File: src/wildcard_glob_matcher_assert.svh
// assertion macros for the glob matcher
// no dependencies; included by the top level only
`ifndef WILDCARD_GLOB_MATCHER_ASSERT_SVH
`define WILDCARD_GLOB_MATCHER_ASSERT_SVH

`ifndef SYNTHESIS

// property holds on every clock edge outside reset
`define WGM_ASSERT(label, prop) \
   label: assert property (@(posedge clock) disable iff (reset) (prop)) \
      else $error("wgm check failed");

// antecedent on one edge implies consequent on the next
`define WGM_ASSERT_NEXT(label, ante, cons) \
   label: assert property (@(posedge clock) disable iff (reset) (ante) |=> (cons)) \
      else $error("wgm check failed");

`else

`define WGM_ASSERT(label, prop)
`define WGM_ASSERT_NEXT(label, ante, cons)

`endif

`endif

File: src/wgm_pkg.sv
// shared types and constants for the glob matcher
// no dependencies
package wgm_pkg;

   localparam int unsigned MAX_PATTERN_DEFAULT = 64;

   localparam logic [1:0] OP_CLEAR  = 2'd0;
   localparam logic [1:0] OP_APPEND = 2'd1;
   localparam logic [1:0] OP_TEXT   = 2'd2;
   localparam logic [1:0] OP_END    = 2'd3;

   localparam logic [7:0] CHAR_STAR = 8'd42;
   localparam logic [7:0] CHAR_ANY  = 8'd63;

   typedef struct packed {
      logic [1:0] opcode;
      logic [7:0] char_code;
   } req_type;

   typedef struct packed {
      logic matched;
      logic pattern_overflow;
   } rsp_type;

   // broadcast to every cell of the chain
   typedef struct packed {
      logic       rearm;
      logic       step;
      logic [7:0] char_code;
   } cell_ctrl_type;

endpackage

File: src/wgm_cell.sv
// one pattern position: stored byte and its prefix-active bit
// depends on wgm_pkg
module wgm_cell (
   input  logic                  clock,
   input  logic                  reset,
   input  wgm_pkg::cell_ctrl_type ctrl,
   input  logic                  head,
   input  logic                  wr_en,
   input  logic                  used,
   input  logic                  carry_in,
   input  logic                  fwd_in,
   output logic                  closed,
   output logic                  carry_out,
   output logic                  fwd_out
);
   import wgm_pkg::*;

   logic [7:0] byte_ff;
   logic       base_ff;
   logic       base_in;
   logic       is_star;
   logic       hit;

   always_ff @(posedge clock) begin
      if (wr_en) begin
         byte_ff <= ctrl.char_code;
      end
   end

   // active after skipping a run of stars in front of this position
   assign closed    = base_ff | carry_in;
   assign is_star   = used & (byte_ff == CHAR_STAR);
   assign carry_out = closed & is_star;
   assign hit       = (byte_ff == CHAR_ANY) | (byte_ff == ctrl.char_code);
   assign fwd_out   = closed & used & ~is_star & hit;

   always_comb begin
      if (ctrl.rearm) begin
         base_in = head;
      end else if (ctrl.step) begin
         // a star keeps itself active on any text byte
         base_in = carry_out | fwd_in;
      end else begin
         base_in = base_ff;
      end
   end

   always_ff @(posedge clock) begin
      if (reset) begin
         base_ff <= head;
      end else begin
         base_ff <= base_in;
      end
   end

endmodule

File: src/wgm_chain.sv
// row of pattern cells plus the final full-match position
// depends on wgm_pkg and wgm_cell
module wgm_chain #(
   parameter int unsigned MAX_PATTERN = wgm_pkg::MAX_PATTERN_DEFAULT
) (
   input  logic                   clock,
   input  logic                   reset,
   input  wgm_pkg::cell_ctrl_type ctrl,
   input  logic [MAX_PATTERN-1:0] wr_en,
   input  logic [MAX_PATTERN-1:0] used,
   output logic [MAX_PATTERN:0]   closed
);
   import wgm_pkg::*;

   logic [MAX_PATTERN:0] carry;
   logic [MAX_PATTERN:0] fwd;
   logic                 tail_ff;
   logic                 tail_in;

   assign carry[0] = 1'b0;
   assign fwd[0]   = 1'b0;

   for (genvar i = 0; i < MAX_PATTERN; i++) begin : g_cell
      wgm_cell u_cell (
         .clock     (clock),
         .reset     (reset),
         .ctrl      (ctrl),
         .head      (i == 0),
         .wr_en     (wr_en[i]),
         .used      (used[i]),
         .carry_in  (carry[i]),
         .fwd_in    (fwd[i]),
         .closed    (closed[i]),
         .carry_out (carry[i+1]),
         .fwd_out   (fwd[i+1])
      );
   end

   // position past the last byte: whole pattern consumed
   assign closed[MAX_PATTERN] = tail_ff | carry[MAX_PATTERN];

   always_comb begin
      if (ctrl.rearm) begin
         tail_in = 1'b0;
      end else if (ctrl.step) begin
         tail_in = fwd[MAX_PATTERN];
      end else begin
         tail_in = tail_ff;
      end
   end

   always_ff @(posedge clock) begin
      if (reset) begin
         tail_ff <= 1'b0;
      end else begin
         tail_ff <= tail_in;
      end
   end

endmodule

File: src/wildcard_glob_matcher.sv
// Glob matcher: load a pattern byte by byte ('*' any run, '?' any byte), stream text
// bytes, and an end-of-text beat returns matched plus the overflow flag. A new beat
// is taken each cycle unless an end-of-text beat must wait; the result sits in
// an output register from the next cycle on. The cycle is set by the row of pattern
// cells: the star-skip through consecutive '*' bytes ripples cell to cell, like a
// carry chain, MAX_PATTERN cells long. Non-result beats are still taken while a
// result waits; an end-of-text beat waits only for the output register to free up.
// There is no clearing pass after reset.
`include "wildcard_glob_matcher_assert.svh"
module wildcard_glob_matcher #(
   parameter int unsigned MAX_PATTERN = wgm_pkg::MAX_PATTERN_DEFAULT
) (
   input  logic             clock,
   input  logic             reset,
   input  logic             req_valid,
   output logic             req_ready,
   input  wgm_pkg::req_type req_data,
   output logic             rsp_valid,
   input  logic             rsp_ready,
   output wgm_pkg::rsp_type rsp_data
);
   import wgm_pkg::*;

   localparam int unsigned LW = $clog2(MAX_PATTERN + 1);

   logic [LW-1:0]          len_ff;
   logic [LW-1:0]          len_in;
   logic                   ovf_ff;
   logic                   ovf_in;
   logic                   rsp_valid_ff;
   logic                   rsp_valid_in;
   rsp_type                rsp_data_ff;
   logic                   fire;
   logic                   full;
   logic                   append_fire;
   logic                   end_fire;
   cell_ctrl_type          ctrl;
   logic [MAX_PATTERN-1:0] wr_en;
   logic [MAX_PATTERN-1:0] used;
   logic [MAX_PATTERN:0]   closed;

   assign req_ready = rsp_ready | ~rsp_valid_ff | (req_data.opcode != OP_END);
   assign fire        = req_valid & req_ready;
   assign full        = (len_ff == LW'(MAX_PATTERN));
   assign append_fire = fire & (req_data.opcode == OP_APPEND);
   assign end_fire    = fire & (req_data.opcode == OP_END);

   assign ctrl.rearm     = fire & (req_data.opcode != OP_TEXT);
   assign ctrl.step      = fire & (req_data.opcode == OP_TEXT);
   assign ctrl.char_code = req_data.char_code;

   for (genvar i = 0; i < MAX_PATTERN; i++) begin : g_dec
      assign used[i]  = len_ff > LW'(i);
      assign wr_en[i] = append_fire & (len_ff == LW'(i));
   end

   wgm_chain #(
      .MAX_PATTERN (MAX_PATTERN)
   ) u_chain (
      .clock  (clock),
      .reset  (reset),
      .ctrl   (ctrl),
      .wr_en  (wr_en),
      .used   (used),
      .closed (closed)
   );

   always_comb begin
      len_in = len_ff;
      ovf_in = ovf_ff;
      if (fire) begin
         case (req_data.opcode)
            OP_CLEAR: begin
               len_in = '0;
               ovf_in = 1'b0;
            end
            OP_APPEND: begin
               if (full) begin
                  ovf_in = 1'b1;
               end else begin
                  len_in = len_ff + LW'(1);
               end
            end
            default: begin
            end
         endcase
      end
   end

   assign rsp_valid_in = end_fire | (rsp_valid_ff & ~rsp_ready);

   always_ff @(posedge clock) begin
      if (reset) begin
         len_ff       <= '0;
         ovf_ff       <= 1'b0;
         rsp_valid_ff <= 1'b0;
      end else begin
         len_ff       <= len_in;
         ovf_ff       <= ovf_in;
         rsp_valid_ff <= rsp_valid_in;
      end
   end

   always_ff @(posedge clock) begin
      if (end_fire) begin
         rsp_data_ff.matched          <= closed[len_ff];
         rsp_data_ff.pattern_overflow <= ovf_ff;
      end
   end

   assign rsp_valid = rsp_valid_ff;
   assign rsp_data  = rsp_data_ff;

   `WGM_ASSERT_NEXT(a_end_gives_beat, end_fire, rsp_valid_ff)
   `WGM_ASSERT_NEXT(a_full_sets_ovf, append_fire && full, ovf_ff && (len_ff == LW'(MAX_PATTERN)))
   `WGM_ASSERT_NEXT(a_append_grows, append_fire && !full, len_ff == $past(len_ff) + LW'(1))
   `WGM_ASSERT_NEXT(a_clear_empties, fire && (req_data.opcode == OP_CLEAR), (len_ff == '0) && !ovf_ff)

endmodule
File: config.mk
export PLATFORM = sky130hd
export DESIGN_NAME = wildcard_glob_matcher
export DESIGN_NICKNAME = d
export VERILOG_FILES = /design/src/wgm_pkg.sv /design/src/wgm_cell.sv /design/src/wgm_chain.sv /design/src/wildcard_glob_matcher.sv
export VERILOG_INCLUDE_DIRS = /design/src /design/src/src
export SDC_FILE = /design/constraint.sdc
export NUM_CORES = 1
export LEC_CHECK = 0
export BUFFER_PORTS_ARGS = -buffer_cell sky130_fd_sc_hd__buf_2
export CELL_PAD_IN_SITES_DETAIL_PLACEMENT = 0
export CELL_PAD_IN_SITES_GLOBAL_PLACEMENT = 1
export CORE_MARGIN = 3
export CORE_UTILIZATION = 43
export DETAILED_ROUTE_END_ITERATION = 10
export PLACE_DENSITY = 0.67
export SYNTH_ARGS = -nofsm -noshare
export SYNTH_HDL_FRONTEND = slang
export SYNTH_SLANG_ARGS = --single-unit
File: constraint.sdc
create_clock -name clock -period 4.6 [get_ports clock]
set_input_delay 0.46 -clock clock [delete_from_list [all_inputs] [get_ports clock]]
set_output_delay 0.46 -clock clock [all_outputs]
set_load 0.01 [all_outputs]
# --- After elaboration in Yosys (flattened, before gate mapping) ---
# Index checks and enable logic that the tools add are counted.
word_totals:
  register_bits: 588
  elab_cells: 1125
  inputBits: 14
classes:
  n_reduce_logical: 6
  mux: 6
  magnitude_cmp: 65
  n_bitwise: 650
  n_addsub: 1
  n_eq_ne: 263
ops:
  columns: ["op", "n"]
  rows:
  - ["$eq A8 B6 Y1 const B", 128]
  - ["$eq A8 B8 Y1", 64]
  - ["$and A1 B1 Y1", 390]
  - ["$eq A7 B6 Y1 const B", 32]
  - ["$gt A7 B6 Y1 const B", 32]
  - ["$or A1 B1 Y1", 194]
  - ["$eq A7 B5 Y1 const B", 16]
  - ["$gt A7 B5 Y1 const B", 16]
  - ["$not A1 Y1", 66]
  - ["$eq A7 B4 Y1 const B", 8]
  - ["$gt A7 B4 Y1 const B", 8]
  - ["$eq A7 B3 Y1 const B", 4]
  - ["$gt A7 B3 Y1 const B", 4]
  - ["$eq A7 B2 Y1 const B", 2]
  - ["$gt A7 B1 Y1 const B", 2]
  - ["$gt A7 B2 Y1 const B", 2]
  - ["$pmux W7 S2", 1]
  - ["$lt A7 B8 Y1 const B", 1]
  - ["$ne A2 B2 Y1 const B", 4]
  - ["$add A7 B1 Y7 const B", 1]
  - ["$bmux W1 S7", 1]
  - ["$eq A7 B1 Y1 const B", 1]
  - ["$eq A7 B7 Y1 const B", 1]
  - ["$logic_not A7 Y1", 1]
  - ["other kinds (9)", 12]

# --- Longest topological paths before layout ---
# Gate-level depths: netlist (run 1).
depth:
  word_depth: 132
  ltp_mapped: 19
  depth_no_buf: 16

# --- Cells and area by module ---
# From an unflattened synthesis (run 1), not the netlist that was laid out.
unflattened:
  cells_unflattened: 2546
  area_unflattened_um2: 31844.3
modules_own_cells:
  columns: ["mod", "area_per_inst_um2", "instances", "cells_per_inst"]
  rows:
  - ["wgm_cell", 460.4, 64, 34]
  - ["wildcard_glob_matcher", 2322.2, 1, 364]
  - ["wgm_chain", 53.8, 1, 6]

# --- Worst setup path before layout (run 1) ---
# Ideal clock, no wire load.
synth_timing:
  kind: "register to register"
  from: "register len_ff[1]"
  to: "register rsp_data_ff (netlist bit rsp_data[1]) (data pin)"
  arrival_time_ps: 4095
  required_ps: 4335
  path_stages_with_launch: 20
  n_path_buf: 3
  period_less_slack_ps: 4360
  setup_time_ps: 265
  path_slack_ps: 240
  path_cell_list: "dfxtp_1 -> buf_2 -> buf_2 -> inv_1 -> ha_1 -> o21ba_2 -> buf_2 -> a21o_1 -> a41oi_1 -> nor4b_1 -> a211o_1 -> a31o_2 -> a221oi_2 -> nand2_2 -> o311ai_4 -> a22oi_1 -> nor4_1 -> a211oi_1 -> nor4_1 -> o21ai_1"
synth_via:
  elab_chain_len: 132
synth_lines:
  columns: ["item", "line", "source"]
  rows:
  - ["start: declaration", "wildcard_glob_matcher.sv:26", "logic [LW-1:0] len_ff;"]
  - ["start signal: assignment", "wildcard_glob_matcher.sv:98", "len_ff <= len_in;"]
  - ["$gt A7 B1 Y1", "wildcard_glob_matcher.sv:53", "assign used[i] = len_ff > LW'(i);"]
  - ["$and A1 B1 Y1", "wgm_cell.sv:32", "assign is_star = used & (byte_ff == CHAR_STAR);"]
  - ["$and A1 B1 Y1", "wgm_cell.sv:33", "assign carry_out = closed & is_star;"]
  - ["$or A1 B1 Y1", "wgm_cell.sv:31", "assign closed = base_ff | carry_in;"]
  - ["$and A1 B1 Y1", "wgm_cell.sv:33", null]
  - ["$or A1 B1 Y1", "wgm_cell.sv:31", null]
  - ["$and A1 B1 Y1", "wgm_cell.sv:33", null]
  - ["$or A1 B1 Y1", "wgm_cell.sv:31", null]
  - ["[116 not listed]", null, null]
  - ["$and A1 B1 Y1", "wgm_cell.sv:33", null]
  - ["$or A1 B1 Y1", "wgm_cell.sv:31", null]
  - ["$and A1 B1 Y1", "wgm_cell.sv:33", null]
  - ["$or A1 B1 Y1", "wgm_cell.sv:31", null]
  - ["$and A1 B1 Y1", "wgm_cell.sv:33", null]
  - ["$or A1 B1 Y1", "wgm_chain.sv:40", "assign closed[MAX_PATTERN] = tail_ff | carry[MAX_PATTERN];"]
  - ["$bmux W1 S7 (*)", "wildcard_glob_matcher.sv:106", "rsp_data_ff.matched <= closed[len_ff];"]
  - ["$mux W1 (not written as such) (*)", "wildcard_glob_matcher.sv:106", null]
  - ["end: declaration", "wildcard_glob_matcher.sv:32", "rsp_type rsp_data_ff;"]
# Mark *: on every way between the ends. The rest lies on a longest branch, timed or not. The select of a mux whose other input is x is not followed.
# A chain may end at the register's enable or synchronous reset.

# --- Final worst setup path (run 1) ---
layout_timing:
  from: "register len_ff[3]"
  to: "register rsp_data_ff (netlist bit rsp_data[1]) (data pin)"
# The elaborated chain is that of the path after synthesis.

==> run summary, run 1 <==
Final GP Congestion: 0.989
Area Growth Syn to Fin: 17.5%
Register area share after synthesis: 0.541
Worst Setup End Kind: register
Die width: 276 um
1st-pass router iterations: 8
Combinational share of power: 0.054
Clock latency on the worst-skew pair: 610 ps
Hold Vio Cnt, Final: 0
Post-route ant nets: 0
Worst VDD drop: 0.317 mV
Reg2reg setup slack: 100 ps
Root Buffer: clkbuf_16
Avg Cell Area, Syn: 10.9 um^2
Reg-to-reg endpoint: rsp_data[1]
DP HPWL: 70.9 mm
Simple-Gate Fraction of Synth Area: 0.172
Final Setup Violations: 0
Nets: 3120
Overflow after GRT: 0
Seq pwr share: 0.501
Post-synthesis compound-gate area fraction: 0.118
Final Max Tran Viols: 0
Leakage: 0.0116 uW
Skew final: 18.7 ps
CTS Hold Bufs: 0
Worst Max-Slew Pin Slew: 1020 ps
Layout cell share with drive strength beyond 1: 0.156
Synth async-reset ratio: 0
Worst hold start: reset
Cells after Synth: 2872
Launch point of the worst reg-to-reg path: len_ff[3]
Final wirelength: 99.6 mm
Max cap viols: 0
Final setup TNS: 0 ps
Yosys cell types: 101
Pint: 9050 uW
Clock tree buffer depth: 3
Minimum clock period: 4500 ps
Chip Height: 276 um
Vias in the first global route: 23770
Worst Path Max Fanout: 32
Crit path launch: len_ff[3]
Critical path data required time: 5050 ps
Core ar.: 0.0717 mm^2
Min Hold Slack: 158 ps
Multiplexer area fraction after synthesis: 0.00208
Clk pwr share: 0.445
YS warnings: 0
CTS tree: done
PnR worst setup slack: 102 ps
CP Capture Point: rsp_data[1]
Avg Vias per Cell: 5.91
Psw: 2570 uW
R2R depth: 17
WL/cell: 24.3 um
Synth Cell Area: 0.0313 mm^2
H-tree depth: 3
Post-Synth XOR/XNOR Area: 0.145
Initial antenna violation count: 2
CTS sink count: 588
Flops & latches, synth: 588
Initial Utilization: 0.436
Site row count: 98
Reg clk slew, reported paths: 60 ps
Net Sw Frac: 0.221
Tightest Hold Check Type: in -> reg
Most common cell after layout, fill and taps aside: edfxtp_1
Largest net degree at the start of global routing: 61
Outcome: finished, final reports clean
First-pass GRT wire length: 150 mm
CTS Buf Count: 67
Critical path class: reg -> reg
Post-synth top flop: edfxtp_1
Crit share post-route: 0.978
Adder-cell share of the synthesized area: 0.00160
Die area: 0.0760 mm^2
Largest family of logic cells by synthesized area: simple AND/OR/NAND/NOR gates
Via count: 24260
Final design area excluding fillers: 0.0367 mm^2
Total placed instance area: 0.0342 mm^2
Pre-CTS WS: -386 ps
Hold depth: 2
Drt drc: 0
Initial drt markers: 2170
Maximum clock rate: 0.222 GHz
Post-Syn Nets: 2890
Crit path DAT: 4950 ps
Pwr Density: 316 mW/mm^2
Commonest non-fill, non-tap cells in the layout: 514 x edfxtp_1, 396 x xnor2_1, 317 x nor2_1
Fillcell total: 6390
IO Pins: 18
Port Buffers: 17
Crit start category: register
Total GRT Usage: 0.262
Slew HR: 0.312
Number of synthesized flops with an enable pin: 514
## critical path: stages (launching register included)
cell	delay [ps]
dfxtp_1	390
buf_12	220
o41ai_4	100
buf_4	150
a2111o_1	480
or3_1	410
or4b_4	540
nor2_2	140
o21a_2	190
buf_4	180
o21ai_4	100
a211oi_4	340
nor3b_4	100
a211oi_2	240
a211oi_2	100
a2111oi_4	450
nor4_2	110
o21ai_1	90
## Yosys cell counts (all sizes together), types with 7 or more instances
cell / count / share of area
a21oi: 128 / 0.021
o21ai: 129 / 0.021
nand2b: 22 / 0.0044
or4: 19 / 0.0047
o22ai: 7 / 0.0016
o31ai: 17 / 0.0045
nand2: 178 / 0.021
nor2b: 8 / 0.0016
a22oi: 17 / 0.0042
and3: 28 / 0.0056
o21a: 11 / 0.0027
buf: 44 / 0.0061
or3: 28 / 0.0058
xnor2: 396 / 0.11
nor4: 62 / 0.012
o21bai: 12 / 0.0034
edfxtp: 514 / 0.49
xor2: 121 / 0.034
nand4: 130 / 0.026
nor3: 92 / 0.015
clkbuf: 74 / 0.0089
a21o: 16 / 0.0038
a22o: 11 / 0.0031
a31oi: 28 / 0.0056
a221oi: 9 / 0.0027
nor4bb: 11 / 0.0035
a41o: 9 / 0.0029
inv: 43 / 0.0052
dfxtp: 74 / 0.047
nand4b: 15 / 0.0042
nand3: 68 / 0.011
o211ai: 15 / 0.0038
a211oi: 42 / 0.011
or2: 17 / 0.0034
and2: 15 / 0.0030
nor2: 320 / 0.038
nor4b: 7 / 0.0020
a311oi: 8 / 0.0022
o41ai: 8 / 0.0022
a211o: 10 / 0.0028
## worst min-delay path by stage
stage / to
final: rsp_valid
after global routing: rsp_valid
after floorplan: rsp_data[0]
after CTS: rsp_valid
after global placement: u_chain.g_cell[12].u_cell.base_ff
after detailed placement: u_chain.g_cell[2].u_cell.base_ff
## power groups by stage
stage	combinational [uW]	clock, uW	sequential, uW
finish	630	5170	5820
floorplan	359	0	5930
global route	687	5520	5820
CTS	636	5290	5820
global placement	624	0	5930
detailed placement	632	0	5930
## final cells by class
cell class	count	area (um^2)	area share
multi-input cells	2121	14100	0.384
clock buffers	74	1750	0.0475
well taps	950	1190	0.0324
diodes	1	2.50	0.0000681
flip-flops and latches	588	16900	0.461
repair buffers	279	2240	0.0610
clock inverters	44	362	0.00984
inverters	45	169	0.00460
## per-stage QoR
stage          power (uW)  utilization  instances
4_1_cts             11700        0.507       4093
3_5_place_dp         6560        0.477       3975
6_report            11600        0.512       4102
2_1_floorplan        6290            -       2872
5_1_grt             12000        0.512       4101
3_3_place_gp         6550        0.477       3975
## registers in the layout, summed over array words and instances (netlist names)
signal,count
len_ff,7
u_chain.g_cell.u_cell.byte_ff,512
u_chain.tail_ff,1
ovf_ff,1
rsp_data,2
rsp_valid,1
u_chain.g_cell.u_cell.base_ff,64
## per-layer routing
metal  vias up  part of all wire  track usage
li1      11205                 -            -
met1     12012              0.45        0.374
met2       862              0.45        0.409
met3       177             0.065       0.0432
met4         4             0.030       0.0768
met5         -           0.00022            0
## logic make-up after synthesis
| group | Yosys count |
|---|---|
| simple gates | 1054 |
| flops | 588 |
| compound gates | 542 |
| xor+xnor | 517 |
| buf+inv | 163 |
| mux | 4 |
| fa+ha+maj | 4 |
## what timing repair did
action                                  CTS  global route
endpoints found under the setup margin    1            12
setup buffers                             0             8
pin swaps                                 1            12
resized for setup                        16            51
(Power assumes the default switching activity.)
==> inputs of run 2 (changes only) <==
--- a/config.mk
+++ b/config.mk
@@ -12,7 +12,7 @@
 export CORE_MARGIN = 3
 export CORE_UTILIZATION = 43
 export DETAILED_ROUTE_END_ITERATION = 10
-export PLACE_DENSITY = 0.67
+export PLACE_DENSITY = 0.64
 export SYNTH_ARGS = -nofsm -noshare
 export SYNTH_HDL_FRONTEND = slang
 export SYNTH_SLANG_ARGS = --single-unit
==> constraint.sdc (replaced) <==
create_clock -name clock -period 5 [get_ports clock]
set_input_delay 0.5 -clock clock [delete_from_list [all_inputs] [get_ports clock]]
set_output_delay 0.5 -clock clock [all_outputs]
set_load 0.01 [all_outputs]
==> run summary, run 2 (synthesis gave the netlist of run 1 again) <==
WL/cell: 24.7 um (+1.8%)
Final setup TNS: 0 ps (unchanged)
Maximum clock rate: 0.208 GHz (-6.3%)
Worst Max-Slew Pin Slew: 1410 ps (+390 ps)
Port Buffers: 17 (unchanged)
Final design area excluding fillers: 0.0358 mm^2 (-2.5%)
Tightest Hold Check Type: in -> reg
Crit path DAT: 5260 ps (+310 ps)
Initial antenna violation count: 1 (-1)
H-tree depth: 3 (unchanged)
Clock latency on the worst-skew pair: 600 ps (about the same)
Slew HR: 0.0503 (-0.262)
Biggest regs: u_chain.g_cell.u_cell.byte_ff x512, u_chain.g_cell.u_cell.base_ff x64, len_ff x7
Critical path data required time: 5450 ps (+400 ps)
Worst VDD drop: 0.266 mV (-16%)
Nets: 3031 (-2.9%)
Initial Utilization: 0.436 (unchanged)
Final GP Congestion: 0.978 (-1.1%)
Fillcell total: 6380 (-0.16%)
CP top delay family: compound AO/OA/AOI/OAI gates
DP HPWL: 69.8 mm (-1.5%)
Drt drc: 0 (unchanged)
Max FFs per register: 512 (unchanged)
RSZ-0062 raised after global routing: false
Minimum clock period: 4800 ps (+304 ps)
Clock tree buffer depth: 3 (unchanged)
CTS tree: done
Layout cell share with drive strength beyond 1: 0.117 (-0.0389)
Die width: 276 um (unchanged)
Hold Vio Cnt, Final: 0 (unchanged)
Core ar.: 0.0717 mm^2 (unchanged)
Clk pwr share: 0.451 (+0.006)
CTS sink count: 588 (unchanged)
Via count: 23758 (-2.1%)
Critical path, cell by cell: buf_12, inv_1, ha_1, o21ba_4, o31ai_4, or4_1, or4b_4, o22ai_2, or4b_4, o21ai_2, a211oi_2, nor3b_2, a211oi_1, a211oi_1, a2111oi_2, nor4_2, o21ai_1
Commonest non-fill, non-tap cells in the layout: 514 x edfxtp_1, 396 x xnor2_1, 318 x nor2_1
Root Buffer: clkbuf_16
IO Pins: 18 (unchanged)
Slowest stage delay, CP: 590 ps (+50 ps)
Most common cell after layout, fill and taps aside: edfxtp_1
Launch point of the worst reg-to-reg path: len_ff[1]
Seq pwr share: 0.496 (-0.005)
Biggest register: u_chain.g_cell.u_cell.byte_ff
Largest net degree at the start of global routing: 54 (-11%)
Skew final: 19.8 ps (+1.16 ps)
Max cap viols: 0 (unchanged)
Pint: 8420 uW (-6.9%)
Final wirelength: 99.2 mm (-0.43%)
CTS Buf Count: 69 (+3.0%)
Crit share post-route: 0.961 (-0.0173)
Area Growth Syn to Fin: 14.5%
Pwr Density: 301 mW/mm^2 (-4.8%)
Crit path launch: len_ff[1]
Die area: 0.0760 mm^2 (unchanged)
First-pass GRT wire length: 149 mm (-0.61%)
Leakage: 0.0111 uW (-4.3%)
Net Sw Frac: 0.219 (-0.00231)
Site row count: 98 (unchanged)
Outcome: finished, final reports clean
Crit start category: register
Vias in the first global route: 23141 (-2.6%)
Total placed instance area: 0.0336 mm^2 (-1.7%)
Worst Path Buf+Inv: 2 (-1)
Overflow after GRT: 0 (unchanged)
Chip Height: 276 um (unchanged)
Worst hold start: reset
Post-route ant nets: 0 (unchanged)
Total GRT Usage: 0.261 (-0.000462)
Worst Setup End Kind: register
Critical path class: reg -> reg
Initial drt markers: 1906 (-12%)
Final Setup Violations: 0 (unchanged)
Worst Path Max Fanout: 32 (unchanged)
Combinational share of power: 0.052 (-0.002)
Crit-path slowest cell: or4_1
Final Max Tran Viols: 0 (unchanged)
Avg Vias per Cell: 5.92 (+0.10%)
Psw: 2360 uW (-8.2%)
1st-pass router iterations: 8 (unchanged)
Reg clk slew, reported paths: 60 ps (about the same)
==> run 2: changes by cell type in the layout (fill, tap and decap cells not counted), sizes merged <==
cell,change
buf,-90
clkbuf,+7
clkinvlp,-5
clkinv,-3
diode,+1
inv,+1
==> run 2: what timing repair did <==
action / in CTS / in global routing
hold buffers: 0 / 0
buffers inserted: 0 / 0
gates resized for setup: 0 / 7
setup endpoints to repair: 0 / 4
==> run 2: worst register-to-register path, cell delays in order (launching register included) <==
cell and delay, ps:
dfxtp_1 390, buf_12 220, inv_1 100, ha_1 190, o21ba_4 430, o31ai_4 120, or4_1 590, or4b_4 510
o22ai_2 240, or4b_4 230, o21ai_2 90, a211oi_2 260, nor3b_2 120, a211oi_1 260, a211oi_1 110, a2111oi_2 550
nor4_2 130, o21ai_1 100
==> run 2: power groups by stage <==
stage	Sequential (uW)	Clock [uW]	Combinational (uW)
2_1_floorplan	5450	0	330
3_3_place_gp	5460	0	568
3_5_place_dp	5460	0	575
4_1_cts	5350	5000	578
5_1_grt	5350	5200	618
6_report	5350	4870	565
==> run 2: final timing paths <==
path	to	slack, ps	cells past startpoint
worst max-delay path	rsp_data[1]	200	17
worst min-delay path	rsp_valid	210	2
worst max register to register	rsp_data[1]	200	17
worst min register to register	u_chain.g_cell[12].u_cell.base_ff	470	2
==> run 2: stage by stage <==
step                      setup slack [ps]   util  cells  power, uW  hold slack [ps]
after CTS                             56.1  0.499   4011      10900              174
after global placement                96.9  0.469   3892       6020              463
after global routing                  17.7  0.499   4011      11200              213
after detailed placement              92.3  0.469   3892       6030              466
after floorplan                        640      -   2872       5780              409
final                                  197  0.499   4013      10800              209
==> run 2: cell type report <==
type / count / area, um^2 / share of cell area
Tap cell: 950 / 1190 / 0.0332
Antenna cell: 2 / 5.00 / 0.000140
Clock inverter: 37 / 329 / 0.00919
Clock buffer: 82 / 1840 / 0.0514
Multi-Input combinational cell: 2121 / 13800 / 0.385
Sequential cell: 588 / 16900 / 0.472
Timing Repair Buffer: 188 / 1580 / 0.0442
Inverter: 45 / 169 / 0.00472
==> run 2: routing by layer <==
metal / vias to the layer above / part of all wire / track usage
met3: 150 / 0.061 / 0.0431
met4: 0 / 0.029 / 0.0823
met5: - / 0 / 0
met2: 730 / 0.45 / 0.410
li1: 11036 / - / -
met1: 11842 / 0.46 / 0.370
==> inputs of run 3 (changes only) <==
==> constraint.sdc (replaced) <==
create_clock -name clock -period 4.6 [get_ports clock]
set_input_delay 0.46 -clock clock [delete_from_list [all_inputs] [get_ports clock]]
set_output_delay 0.46 -clock clock [all_outputs]
set_load 0.01 [all_outputs]
==> run summary, run 3 (synthesis gave the netlist of run 1 again) <==
Initial drt markers: 2129 (+12%)
Biggest regs: u_chain.g_cell.u_cell.byte_ff x512, u_chain.g_cell.u_cell.base_ff x64, len_ff x7
Via count: 24236 (+2.0%)
Critical path class: reg -> reg
GRT met2 Usage: 0.405 (-0.00526)
Crit share post-route: 0.979 (+0.0183)
Die area: 0.0760 mm^2 (unchanged)
Final wirelength: 102 mm (+2.6%)
# diodes: 0 (-2)
WL/cell: 24.6 um (-0.49%)
Reg clk slew, reported paths: 60 ps (about the same)
1st-pass router iterations: 6 (-2)
Largest net degree at the start of global routing: 52 (-3.7%)
Initial Utilization: 0.436 (unchanged)
Critical path data required time: 5050 ps (-400 ps)
Leakage: 0.0117 uW (+5.7%)
Core ar.: 0.0717 mm^2 (unchanged)
GR Layer Usage met1: 0.389 (+0.0193)
Fillcell total: 6386 (+0.094%)
IO Pins: 18 (unchanged)
Site row count: 98 (unchanged)
Crit path launch: len_ff[5]
H-tree depth: 3 (unchanged)
CTS Buf Count: 69 (unchanged)
Multi-input logic area: 0.0141 mm^2 (+2.5%)
Tightest Hold Check Type: in -> reg
Total Power: 11700 uW (+8.6%)
Worst Path Max Fanout: 8 (-75%)
Skew final: 27.0 ps (+7.16 ps)
Worst hold start: reset
First-pass GRT wire length: 151 mm (+1.7%)
Worst Setup End Kind: register
Maximum clock rate: 0.222 GHz (+6.7%)
Post-layout instance count excluding filler cells: 4136 (+3.1%)
Crit start category: register
Clock tree buffer depth: 3 (unchanged)
DP HPWL: 72.7 mm (+4.3%)
Final Max Tran Viols: 0 (unchanged)
Layout cell share with drive strength beyond 1: 0.163 (+0.0460)
Outcome: finished, final reports clean
Placed insts: 4007 (+3.0%)
Drt drc: 0 (unchanged)
Vias in the first global route: 23630 (+2.1%)
Hold Vio Cnt, Final: 0 (unchanged)
Die width: 276 um (unchanged)
Final GP Congestion: 0.960 (-1.9%)
Area Growth Syn to Fin: 18.7%
Launch point of the worst reg-to-reg path: len_ff[5]
Layer carrying the most global-route usage: met2
CTS Hold Bufs: 0 (unchanged)
Clock latency on the worst-skew pair: 610 ps (about the same)
Avg Vias per Cell: 5.86 (-1.0%)
Worst Max-Slew Pin Slew: 1050 ps (-367 ps)
CTS tree: done
Met3 Usage GRT: 0.0350 (-0.00808)
Biggest register: u_chain.g_cell.u_cell.byte_ff
Nets: 3149 (+3.9%)
Sequential cell area: 0.0169 mm^2 (about the same)
Final Setup Violations: 0 (unchanged)
Minimum clock period: 4500 ps (-300 ps)
Worst VDD drop: 0.289 mV (+8.9%)
Port Buffers: 17 (unchanged)
Crit path DAT: 4950 ps (-310 ps)
CTS sink count: 588 (unchanged)
Root Buffer: clkbuf_16
Pwr Density: 316 mW/mm^2 (+4.9%)
Slew HR: 0.296 (+0.246)
Overflow after GRT: 0 (unchanged)
Initial antenna violation count: 3 (+2)
Chip Height: 276 um (unchanged)
Commonest non-fill, non-tap cells in the layout: 514 x edfxtp_1, 396 x xnor2_1, 318 x nor2_1
Max cap viols: 0 (unchanged)
Max FFs per register: 512 (unchanged)
Most common cell after layout, fill and taps aside: edfxtp_1
Post-route ant nets: 0 (unchanged)
Total GRT Usage: 0.265 (+0.00428)
## run 3: cell types whose count changed in the layout (fill, tap and decap cells not counted), sizes merged
cell and delta:
clkinvlp +4, buf +118, clkbuf +8, bufinv -1, diode -2, clkinv -4
## run 3: timing repair
item / in CTS / in global routing
endpoints found under the setup margin: 5 / 19
buffers inserted: 0 / 3
pin swaps: 1 / 17
gates resized for setup: 20 / 52
## run 3: power breakdown
group	internal, uW	switching (uW)	total [uW]	leakage (uW)
registers	5810	13.9	5820	0.00522
logic	222	408	629	0.00548
clock network	3100	2170	5270	0.00104
total	9130	2590	11700	0.0117
## run 3: final timing paths
path	end	slack, ps	cells after the start
setup / recovery	rsp_data[1]	100	17
hold / removal	rsp_valid	190	2
setup reg to reg	rsp_data[1]	100	17
hold reg to reg	u_chain.g_cell[12].u_cell.base_ff	480	2
## run 3: final cells by class
cell class	instances	share of cell area
Tap cell	950	0.0320
Clock buffer	90	0.0504
Sequential cell	588	0.456
Clock inverter	36	0.00833
Multi-Input combinational cell	2121	0.381
Inverter	45	0.00455
Timing Repair Buffer	306	0.0678
## run 3: routing by layer
layer / vias up / wire length (um)
li1: 11278 / -
met1: 12056 / 48400
met2: 737 / 44600
met3: 163 / 5460
met4: 2 / 3260
met5: - / 13
## run 3: worst max-delay path: stages (launching register included)
cell and delay (ps):
dfxtp_1 480, or2_2 310, buf_4 200, o21ai_0 170, buf_4 190, buf_4 130, nor3_1 310, nand4_1 180
or3_1 460, nor3_1 290, o21ai_4 150, a211oi_4 340, nor3b_4 110, a211oi_2 280, a211oi_2 120, a2111oi_4 450
nor4_4 90, o21ai_1 90
## run 3: per-stage QoR
stage           util  setup TNS (ps)  instance area, um^2  hold WS (ps)  setup WS, ps
2_1_floorplan      -               0                31300           409           240
3_3_place_gp   0.481            -581                34500           462          -428
3_5_place_dp   0.481            -502                34500           467          -354
4_1_cts        0.513           -50.0                36800           144         -50.0
5_1_grt        0.517           -5.11                37100           179         -5.11
6_report       0.517               0                37100           185          97.1
